==> config.mk <==
export PLATFORM = sky130hd
export DESIGN_NAME = stable_priority_task_queue
export DESIGN_NICKNAME = d
export VERILOG_FILES = /design/src/rtl/sptq_pkg.sv /design/src/rtl/sptq_ram.sv /design/src/rtl/stable_priority_task_queue.sv
export SDC_FILE = /design/constraint.sdc
export NUM_CORES = 1
export LEC_CHECK = 0
export BUFFER_PORTS_ARGS = -buffer_cell sky130_fd_sc_hd__buf_2
export CORE_MARGIN = 8
export CORE_UTILIZATION = 27
export DETAILED_ROUTE_END_ITERATION = 10
export PLACE_DENSITY_LB_ADDON = 0.1
export SKIP_CTS_REPAIR_TIMING = 1
export SLEW_MARGIN = 10
export SYNTH_ARGS = -nofsm -noshare
export SYNTH_HDL_FRONTEND = slang
export SYNTH_SLANG_ARGS = --single-unit
==> constraint.sdc <==
create_clock -name i_clk -period 4.85 [get_ports i_clk]
set_input_delay 0.7275 -clock i_clk [delete_from_list [all_inputs] [get_ports i_clk]]
set_output_delay 0.7275 -clock i_clk [all_outputs]
set_load 0.005 [all_outputs]
==> src/rtl/sptq_pkg.sv <==
package sptq_pkg;

    localparam int QUEUE_DEPTH = 16;
    localparam int ADDR_W      = $clog2(QUEUE_DEPTH);
    localparam int CNT_W       = $clog2(QUEUE_DEPTH + 1);

    typedef enum logic [1:0] {
        OP_QUEUE  = 2'd0,
        OP_POP    = 2'd1,
        OP_REMOVE = 2'd2,
        OP_NONE   = 2'd3
    } t_op;

    typedef enum logic [1:0] {
        ST_OK       = 2'd0,
        ST_FULL     = 2'd1,
        ST_EMPTY    = 2'd2,
        ST_NOTFOUND = 2'd3
    } t_status;

    typedef struct packed {
        t_op        op;
        logic [7:0] task_tag;
        logic [7:0] task_priority;
        logic       keep;
    } t_cmd;

    typedef struct packed {
        t_status    status;
        logic       head_valid;
        logic [7:0] head_tag;
        logic [7:0] head_priority;
        logic       busy_res;
        logic       busy_toggled;
    } t_res;

    typedef struct packed {
        logic [7:0] tag;
        logic [7:0] pri;
    } t_entry;

endpackage

==> src/rtl/sptq_ram.sv <==
module sptq_ram #(
    parameter int WIDTH = 16,
    parameter int DEPTH = 16
) (
    input  logic                     i_clk,
    input  logic                     i_we,
    input  logic [$clog2(DEPTH)-1:0] i_waddr,
    input  logic [WIDTH-1:0]         i_wdata,
    input  logic [$clog2(DEPTH)-1:0] i_raddr,
    output logic [WIDTH-1:0]         o_rdata
);

    logic [WIDTH-1:0] r_mem [DEPTH];
    logic [WIDTH-1:0] r_rdata;

    always_ff @(posedge i_clk) begin
        if (i_we) begin
            r_mem[i_waddr] <= i_wdata;
        end
        r_rdata <= r_mem[i_raddr];
    end

    assign o_rdata = r_rdata;

endmodule

==> src/rtl/stable_priority_task_queue.sv <==
// stable priority task queue, one operation in flight, entries kept sorted in a 1r1w ram
// a new item is not taken until the current one has finished, as the single ram port pair
// walks the stored entries one by one
// busy is high from the cycle after start until the last step, but full, empty and unused ops
// finish straight from idle and never raise it; o_done pulses once per item
// and the receiver cannot stall; synchronous active-low reset empties the queue, no clearing pass
module stable_priority_task_queue (
    input  logic          i_clk,
    input  logic          i_rst_n,
    input  logic          start,
    output logic          busy,
    input  sptq_pkg::t_cmd i_cmd,
    output logic          o_done,
    output sptq_pkg::t_res o_res
);
    import sptq_pkg::*;

    // sequencer states
    typedef enum logic [8:0] {
        S_IDLE     = 9'b000000001,
        S_INS_STEP = 9'b000000010,  // look at the entry below the hole
        S_INS_CMP  = 9'b000000100,  // move it up or drop the new entry in
        S_POP_HEAD = 9'b000001000,  // read the head
        S_POP_CAP  = 9'b000010000,  // capture the head
        S_POP_STEP = 9'b000100000,  // read next entry to shift down
        S_POP_MOVE = 9'b001000000,  // write it one slot lower
        S_REM_STEP = 9'b010000000,  // read next entry to filter
        S_REM_MOVE = 9'b100000000   // keep it unless the tag matches
    } t_state;

    t_state             r_state, n_state;
    logic [CNT_W-1:0]   r_count, n_count;
    logic [CNT_W-1:0]   r_idx, n_idx;     // hole on insert, read pointer on shift/remove
    logic [CNT_W-1:0]   r_wr, n_wr;       // write pointer on remove
    logic               r_run_flag, n_run_flag;
    logic [7:0]         r_tag, n_tag;     // tag being inserted, popped or removed
    logic [7:0]         r_pri, n_pri;
    logic               r_is_pop, n_is_pop;
    logic               r_keep, n_keep;
    logic               r_done, n_done;
    t_res               r_res, n_res;

    // ram port
    logic               w_we;
    logic [ADDR_W-1:0]  w_waddr;
    t_entry             w_wdata;
    logic [ADDR_W-1:0]  w_raddr;
    t_entry             w_rdata;

    // finish of the current item
    logic               w_fin;
    t_status            w_fin_status;
    logic               w_fin_hv;
    logic               w_fin_busy;
    logic [CNT_W-1:0]   w_idx_m1;

    assign w_idx_m1 = r_idx - CNT_W'(1);

    sptq_ram #(
        .WIDTH ($bits(t_entry)),
        .DEPTH (QUEUE_DEPTH)
    ) u_ram (
        .i_clk   (i_clk),
        .i_we    (w_we),
        .i_waddr (w_waddr),
        .i_wdata (w_wdata),
        .i_raddr (w_raddr),
        .o_rdata (w_rdata)
    );

    always_comb begin
        n_state      = r_state;
        n_count      = r_count;
        n_idx        = r_idx;
        n_wr         = r_wr;
        n_tag        = r_tag;
        n_pri        = r_pri;
        n_is_pop     = r_is_pop;
        n_keep       = r_keep;
        w_we         = 1'b0;
        w_waddr      = r_idx[ADDR_W-1:0];
        w_wdata      = '{tag: r_tag, pri: r_pri};
        w_raddr      = w_idx_m1[ADDR_W-1:0];
        w_fin        = 1'b0;
        w_fin_status = ST_OK;
        w_fin_hv     = 1'b0;
        w_fin_busy   = r_run_flag;

        case (r_state)
            S_IDLE: begin
                if (start) begin
                    n_tag    = i_cmd.task_tag;
                    n_pri    = i_cmd.task_priority;
                    n_keep   = i_cmd.keep;
                    n_is_pop = 1'b0;
                    case (i_cmd.op)
                        OP_QUEUE: begin
                            if (r_count == CNT_W'(QUEUE_DEPTH)) begin
                                // full: drop, nothing changes
                                w_fin        = 1'b1;
                                w_fin_status = ST_FULL;
                            end else begin
                                n_idx   = r_count;
                                n_state = S_INS_STEP;
                            end
                        end
                        OP_POP: begin
                            if (r_count == '0) begin
                                w_fin        = 1'b1;
                                w_fin_status = ST_EMPTY;
                                w_fin_busy   = 1'b0;
                            end else begin
                                n_is_pop = 1'b1;
                                n_state  = S_POP_HEAD;
                            end
                        end
                        OP_REMOVE: begin
                            n_idx   = '0;
                            n_wr    = '0;
                            n_state = S_REM_STEP;
                        end
                        default: begin
                            // unused op code answers ok and changes nothing
                            w_fin = 1'b1;
                        end
                    endcase
                end
            end
            S_INS_STEP: begin
                if (r_idx == '0) begin
                    // hole reached the head
                    w_we       = 1'b1;
                    n_count    = r_count + CNT_W'(1);
                    w_fin      = 1'b1;
                    w_fin_hv   = r_is_pop;
                    w_fin_busy = 1'b1;
                    n_state    = S_IDLE;
                end else begin
                    n_state = S_INS_CMP;
                end
            end
            S_INS_CMP: begin
                if (w_rdata.pri > r_pri) begin
                    // entry below is served later, move it up into the hole
                    w_we    = 1'b1;
                    w_wdata = w_rdata;
                    n_idx   = w_idx_m1;
                    n_state = S_INS_STEP;
                end else begin
                    // stable: new entry goes behind its equals
                    w_we       = 1'b1;
                    n_count    = r_count + CNT_W'(1);
                    w_fin      = 1'b1;
                    w_fin_hv   = r_is_pop;
                    w_fin_busy = 1'b1;
                    n_state    = S_IDLE;
                end
            end
            S_POP_HEAD: begin
                w_raddr = '0;
                n_state = S_POP_CAP;
            end
            S_POP_CAP: begin
                n_tag   = w_rdata.tag;
                n_pri   = w_rdata.pri;
                n_idx   = CNT_W'(1);
                n_state = S_POP_STEP;
            end
            S_POP_STEP: begin
                w_raddr = r_idx[ADDR_W-1:0];
                if (r_idx == r_count) begin
                    n_count = r_count - CNT_W'(1);
                    if (r_keep) begin
                        // reinsert the popped task from the new tail
                        n_idx   = r_count - CNT_W'(1);
                        n_state = S_INS_STEP;
                    end else begin
                        w_fin    = 1'b1;
                        w_fin_hv = 1'b1;
                        n_state  = S_IDLE;
                    end
                end else begin
                    n_state = S_POP_MOVE;
                end
            end
            S_POP_MOVE: begin
                w_we    = 1'b1;
                w_waddr = w_idx_m1[ADDR_W-1:0];
                w_wdata = w_rdata;
                n_idx   = r_idx + CNT_W'(1);
                n_state = S_POP_STEP;
            end
            S_REM_STEP: begin
                w_raddr = r_idx[ADDR_W-1:0];
                if (r_idx == r_count) begin
                    w_fin        = 1'b1;
                    w_fin_status = (r_wr == r_count) ? ST_NOTFOUND : ST_OK;
                    n_count      = r_wr;
                    n_state      = S_IDLE;
                end else begin
                    n_state = S_REM_MOVE;
                end
            end
            S_REM_MOVE: begin
                if (w_rdata.tag != r_tag) begin
                    // compact survivors toward the head
                    w_we    = 1'b1;
                    w_waddr = r_wr[ADDR_W-1:0];
                    w_wdata = w_rdata;
                    n_wr    = r_wr + CNT_W'(1);
                end
                n_idx   = r_idx + CNT_W'(1);
                n_state = S_REM_STEP;
            end
            default: begin
                n_state = S_IDLE;
            end
        endcase

        n_run_flag = w_fin ? w_fin_busy : r_run_flag;
        n_done     = w_fin;
        n_res      = r_res;
        if (w_fin) begin
            n_res.status        = w_fin_status;
            n_res.head_valid    = w_fin_hv;
            n_res.head_tag      = w_fin_hv ? n_tag : 8'd0;
            n_res.head_priority = w_fin_hv ? n_pri : 8'd0;
            n_res.busy_res      = w_fin_busy;
            n_res.busy_toggled  = w_fin_busy != r_run_flag;
        end
    end

    always_ff @(posedge i_clk) begin
        if (!i_rst_n) begin
            r_state    <= S_IDLE;
            r_count    <= '0;
            r_run_flag <= 1'b0;
            r_done     <= 1'b0;
        end else begin
            r_state    <= n_state;
            r_count    <= n_count;
            r_run_flag <= n_run_flag;
            r_done     <= n_done;
        end
    end

    // payload and work pointers
    always_ff @(posedge i_clk) begin
        r_idx    <= n_idx;
        r_wr     <= n_wr;
        r_tag    <= n_tag;
        r_pri    <= n_pri;
        r_is_pop <= n_is_pop;
        r_keep   <= n_keep;
        r_res    <= n_res;
    end

    assign busy   = r_state != S_IDLE;
    assign o_done = r_done;
    assign o_res  = r_res;

    // store never overfills
    a_count_bound: assert property (@(posedge i_clk) disable iff (!i_rst_n)
        r_count <= CNT_W'(QUEUE_DEPTH))
        else $error("entry count above depth");

    // a returned head always comes with ok status
    a_head_ok: assert property (@(posedge i_clk) disable iff (!i_rst_n)
        o_done && o_res.head_valid |-> o_res.status == ST_OK)
        else $error("head returned with bad status");

    // reported busy matches the flag now held
    a_busy_track: assert property (@(posedge i_clk) disable iff (!i_rst_n)
        o_done |-> o_res.busy_res == r_run_flag)
        else $error("reported busy differs from flag");

    // remove compaction never overtakes its read pointer
    a_rem_order: assert property (@(posedge i_clk) disable iff (!i_rst_n)
        (r_state == S_REM_STEP || r_state == S_REM_MOVE) |-> r_wr <= r_idx)
        else $error("remove write pointer ahead of read");

    // an item finishes only while the sequencer is working or taking a start
    a_done_cause: assert property (@(posedge i_clk) disable iff (!i_rst_n)
        o_done |-> $past(busy) || $past(start))
        else $error("result without an item");

endmodule

==> results of run 1 <==
-- layout by cell type, fill, tap and decap left out, drive strengths merged, types with 6 or more instances in the layout --
cell,synthesis,layout
a211o,17,17
a21o,10,10
a21oi,58,58
a221o,19,19
a221oi,29,29
a32oi,16,16
and3,11,11
buf,10,95
clkbuf,58,49
clkinv,0,16
dfxtp,48,48
edfxtp,289,289
ha,20,20
inv,33,35
mux2i,69,69
nand2,144,144
nand2b,6,6
nand3,16,16
nor2,54,54
nor2b,15,15
nor3,11,11
nor4,7,7
o21ai,26,26
o221ai,17,17
o31ai,6,6
xnor2,14,14
xor2,18,18
-- through the flow --
stage | hold slack (ns) | std cells | utilization (%)
2_1_floorplan | 0.455 | 1084 | -
6_report | 0.331 | 1871 | 32.2
3_3_place_gp | 0.516 | 1799 | 29.8
3_5_place_dp | 0.510 | 1799 | 29.8
5_1_grt | 0.309 | 1871 | 32.2
4_1_cts | 0.302 | 1871 | 32.2
-- area by class of cell --
type / instances / area [sq um] / area share [%]
clock buffers: 49 / 1040 / 6.18
inverters: 33 / 124 / 0.732
multi-input cells: 646 / 4390 / 26.0
well taps: 688 / 861 / 5.09
clock inverters: 23 / 214 / 1.26
repair buffers: 95 / 641 / 3.79
flip-flops and latches: 337 / 9640 / 57.0
-- worst paths after layout --
check / startpoint / to / depth (start not counted)
max: r_state[3] / u_ram.r_mem[9][0] / 7
min: i_cmd[0] / r_keep / 1
max reg2reg: r_state[3] / u_ram.r_mem[9][0] / 7
min reg2reg: r_tag[5] / r_tag[5] / 1
-- state kept, by name (all words and copies together), names as in the netlist --
name	flops
u_ram.r_mem	256
o_res	21
u_ram.o_rdata	16
r_state	9
r_pri	8
r_tag	8
r_count	5
r_idx	5
r_wr	5
o_done	1
r_is_pop	1
r_keep	1
r_run_flag	1
-- worst register-to-register path, cell delays in order, from the launching register on --
cell and delay (ns):
dfxtp_1 0.41, or4_1 0.52, or4b_1 0.73, a21oi_4 0.36, mux2i_1 0.13, a222oi_1 0.48, nand2_1 0.28, nor2b_2 0.84
-- power groups by stage --
stage / registers, mW / clock network (mW) / logic (mW)
after CTS: 3.89 / 3.00 / 3.99
after global placement: 3.95 / 0 / 3.99
after floorplan: 3.87 / 0 / 2.42
final: 3.89 / 2.90 / 3.82
after detailed placement: 3.95 / 0 / 3.97
after global routing: 3.92 / 3.11 / 4.24
-- logic make-up (layout without fill, tap and decap cells) --
kind of cell	count (synthesis)	after routing	share of synthesized area (%)
muxes	71	71	4.98
adders and majority gates	20	20	1.75
xor gates and xnor gates	32	32	1.96
buffers and inverters	101	200	2.72
AOI/OAI and AO/OA	226	226	11.6
and+or+nand+nor	297	297	9.67
DFF	337	337	67.3
-- metal layers --
layer | vias to the layer above | global-route usage (%)
li1 | 4271 | -
met3 | 58 | 1.88
met1 | 4503 | 16.9
met4 | 0 | 5.04
met2 | 127 | 21.2
met5 | - | 0
==> summary.txt, run 1 <==
status: finished clean
Fill cells: 5,244
Period minus WS final: 4.15 ns
CP max FO: 16
post-route ant nets: 0
Synth Cell Area: 14,300 sq um
Highest Signal Layer: met4
Met1 Wirelength: 18,100 um
fin. max-slew vios: 0
RSZ-0062 raised after global routing: false
Place WS: 0.661 ns
predominant post-synthesis flop cell: edfxtp_1
relative slew slack: 22.3%
DRT iter0 DRCs: 541
final worst setup slack: 0.695 ns
cell taking the most area after synthesis: edfxtp_1
Lkg Pwr: 6.20 nW
sequential area share after synthesis: 67.3%
EDFF count, synth: 289
fmax: 241 MHz
fin area: 16,900 sq um
port buffer count: 44
Global Route Usage Sum: 12.9%
final hold violations: 0
Yosys reg bits: 337
Slew @ Worst Pin: 1.15 ns
Post-Syn Nets: 1,126
synthesis warning total: 0
vias in the first global route: 9,125
Nets: 1,195
CTS H-tree depth: 2
layout cells sized above 1: 14.8%
CP Launch Type: flop
Mapped Cells: 1,084
asr flop ratio synth: 0%
Fin Setup TNS: 0 ns
Initial Util: 27.3%
WL final: 39,200 um
clock-pin slew on the worst setup and hold paths: 0.06 ns
Final Cycle Share: 85.7%
maximum vdd drop: 0.342 mV
final setup fails: 0
R2R setup slack: 0.70 ns
die area: 60,700 sq um
crit path DAT: 4.33 ns
type of the tightest min-delay check: in -> reg
Die W: 246 um
Int Pwr: 6.68 mW
CP bufs+invs: 0
clock root buffer: clkbuf_16
diodes inserted: 0
largest net degree at the start of global routing: 115
slowest CP cell: nor2b_2
vias per cell: 4.79
met2 routed WL: 18,900 um
Worst-Skew Late Latency: 0.57 ns
top post-synthesis cells by count: 289 x edfxtp_1, 144 x nand2_1, 69 x mux2i_1
DRC: 0
TritonCTS clock tree: yes
max incr delay on CP: 0.84 ns
Num CTS Buffers: 40
post-detail-place hpwl: 25,200 um
P&R area growth vs syn: 18.1%
Syn Area/Cell: 13.2 sq um
most instantiated library cell after synthesis: edfxtp_1
core area: 52,600 sq um
Area contributors post-synth: edfxtp_1 61%, dfxtp_1 6.7%, mux2i_1 4.8%, nand2_1 3.8%, a21oi_1 2.0%
clock power share: 27.4%
Req. time, crit path: 5.02 ns
TritonRoute pass-1 iters: 5
metal3 WL: 1130 um
critical path capture point type: flop
Die Ht: 246 um
Rows: 84
Vias: 8,959
Yosys cell types: 54
wire per inst: 21.0 um
top-area cell type share of the netlist area: 60.6%
delay-heaviest family, CP: simple AND/OR/NAND/NOR gates
NetSw: 3.92 mW
GRT overflow: 0
Top Ports: 45
crit-path cells: or4_1 -> or4b_1 -> a21oi_4 -> mux2i_1 -> a222oi_1 -> nand2_1 -> nor2b_2
total power draw: 10.6 mW
clock sinks: 337
placed inst area: 15,700 sq um
Max Buffers Root-to-Sink: 3
sequential group share of total power: 36.6%
Pwr Density: 627 nW/um^2
initial antenna violation count: 0
WS Path Type: reg -> reg
Switching Fraction: 37.0%
first-pass GRT wire length: 59,300 um
part of the power in combinational logic: 36.0%
Final Skew: 0.0314 ns
max-cap violations: 0
RD Place Congestion: 0.727
Power figures use the tool's default switching activity.
==> run 2, diff against run 1 <==
--- a/config.mk
+++ b/config.mk
@@ -10,6 +10,7 @@
 export CORE_UTILIZATION = 27
 export DETAILED_ROUTE_END_ITERATION = 10
 export PLACE_DENSITY_LB_ADDON = 0.1
+export RECOVER_POWER = 100
 export SKIP_CTS_REPAIR_TIMING = 1
 export SLEW_MARGIN = 10
 export SYNTH_ARGS = -nofsm -noshare
==> run 2 against run 1 <==
Worst hold slack hardly changed. Worst setup slack worse by 0.052 ns. Via count hardly changed. Clock power hardly changed. First-iteration DRC count is 0.55% lower. Die area stayed put. Utilization is 0.37 points lower. Global-route usage stayed put. Fmax is 1.2% lower. Sequential share of layout area is 0.67 points higher. Combinational power is 2% lower. Highest routed layer unchanged.
==> summary.txt, run 2 (same netlist as run 1, synthesis figures left out) <==
status: finished clean
P&R area growth vs syn: 16.7%
largest net degree at the start of global routing: 115
delay-heaviest family, CP: simple AND/OR/NAND/NOR gates
Die Ht: 246 um
port buffer count: 44
vias in the first global route: 9,125
DRC: 0
Vias: 8,967
vias per cell: 4.79
Fill cells: 5,307
Worst path depth: 8
fin util: 31.8%
DRT iter0 DRCs: 538
diodes inserted: 0
type of the tightest min-delay check: in -> reg
RD Place Congestion: 0.727
Max Buffers Root-to-Sink: 3
wire per inst: 21.0 um
slowest CP cell: nor2b_2
Period minus WS final: 4.21 ns
fin. max-slew vios: 0
most frequent cells in the layout: 289 x edfxtp_1, 144 x nand2_1, 68 x mux2i_1
layout cells sized above 1: 10.3%
CP bufs+invs: 1
most common cell after layout, fill and taps aside: edfxtp_1
final hold violations: 0
max incr delay on CP: 0.91 ns
fin area: 16,700 sq um
Lkg Pwr: 6.02 nW
Req. time, crit path: 5.01 ns
CP max FO: 16
Top Ports: 45
critical path endpoint: u_ram.r_mem[5][2]
Pwr Density: 631 nW/um^2
r2r endpoint: u_ram.r_mem[5][2]
core area: 52,600 sq um
final setup fails: 0
Final Skew: 0.0343 ns
clock sinks: 337
Final Cycle Share: 86.7%
Nets: 1,195
TritonRoute pass-1 iters: 5
WS Path Type: reg -> reg
relative slew slack: 15.2%
RSZ-0062 raised after global routing: false
CP Launch Point: r_state[3]
fin cells: 1,871
fmax: 238 MHz
worst reg-to-reg path cell count: 8
Slew @ Worst Pin: 1.27 ns
placed inst area: 15,700 sq um
critical path capture point type: flop
CTS H-tree depth: 2
CP Launch Type: flop
post-route ant nets: 0
Fin Setup TNS: 0 ns
clock-pin slew on the worst setup and hold paths: 0.06 ns
die area: 60,700 sq um
R2R setup slack: 0.64 ns
Global Route Usage Sum: 12.9%
post-detail-place hpwl: 25,200 um
Reg with most FFs: u_ram.r_mem
max-cap violations: 0
initial antenna violation count: 0
Rows: 84
Initial Util: 27.3%
Num CTS Buffers: 40
crit path DAT: 4.37 ns
GRT overflow: 0
maximum vdd drop: 0.344 mV
WL final: 39,300 um
Die W: 246 um
max reg flops: 256
Worst-Skew Late Latency: 0.58 ns
TritonCTS clock tree: yes
r2r startpoint: r_state[3]
dpl cells: 1,799
clock root buffer: clkbuf_16
first-pass GRT wire length: 59,300 um
crit-path cells: or4_1 -> or4b_1 -> a21oi_4 -> nor2_1 -> a221oi_1 -> clkbuf_1 -> nor2b_1 -> nor2b_2
## run 2: cell count changes in the layout (fill, tap and decap cells not counted), moves of 2 or more
cell and change:
a221oi_2 -2, nor3_1 +3, buf_4 -36, buf_2 -22, nor3_2 -3, clkbuf_1 +45
clkbuf_2 +13, a221oi_1 +2
## run 2: cell type report
class	count	area (sq um)	area share (%)
flip-flops and latches	337	9640	57.6
multi-input cells	646	4340	26.0
clock buffers	49	1040	6.25
well taps	688	861	5.15
repair buffers	95	494	2.96
clock inverters	23	214	1.28
inverters	33	124	0.741
## run 2: stage by stage
step | setup slack, ns | hold slack (ns) | power [mW]
floorplan | 0.867 | 0.455 | 6.29
global placement | 0.729 | 0.516 | 7.94
detailed placement | 0.661 | 0.510 | 7.92
CTS | 0.614 | 0.302 | 10.9
global route | 0.284 | 0.309 | 11.2
finish | 0.643 | 0.332 | 10.5
## run 2: how the worst min path moves through the flow
| stage | startpoint | endpoint | cells after the start |
|---|---|---|---|
| final | i_cmd[0] | r_keep | 1 |
| after global routing | i_cmd[0] | r_keep | 1 |
| after CTS | i_cmd[0] | r_keep | 1 |
| after detailed placement | r_tag[5] | r_tag[5] | 1 |
| after global placement | r_tag[5] | r_tag[5] | 1 |
| after floorplan | u_ram.o_rdata[0] | r_pri[0] | 2 |
## run 2: routing by layer
metal	part of all wire (%)	track usage, %	wire length (um)	up-vias
met4	2.8	5.04	1110	0
li1	-	-	-	4274
met2	48	21.2	18900	146
met3	3.3	1.88	1290	58
met5	0	0	0	-
met1	46	16.9	18000	4489
## run 2: where the power goes
part           internal, mW  total (mW)  leakage [nW]  switching, mW
logic                  1.26        3.74          2.39           2.48
registers              3.70        3.90          3.03          0.202
clock network          1.66        2.90         0.597           1.25
total                  6.62        10.5          6.02           3.93
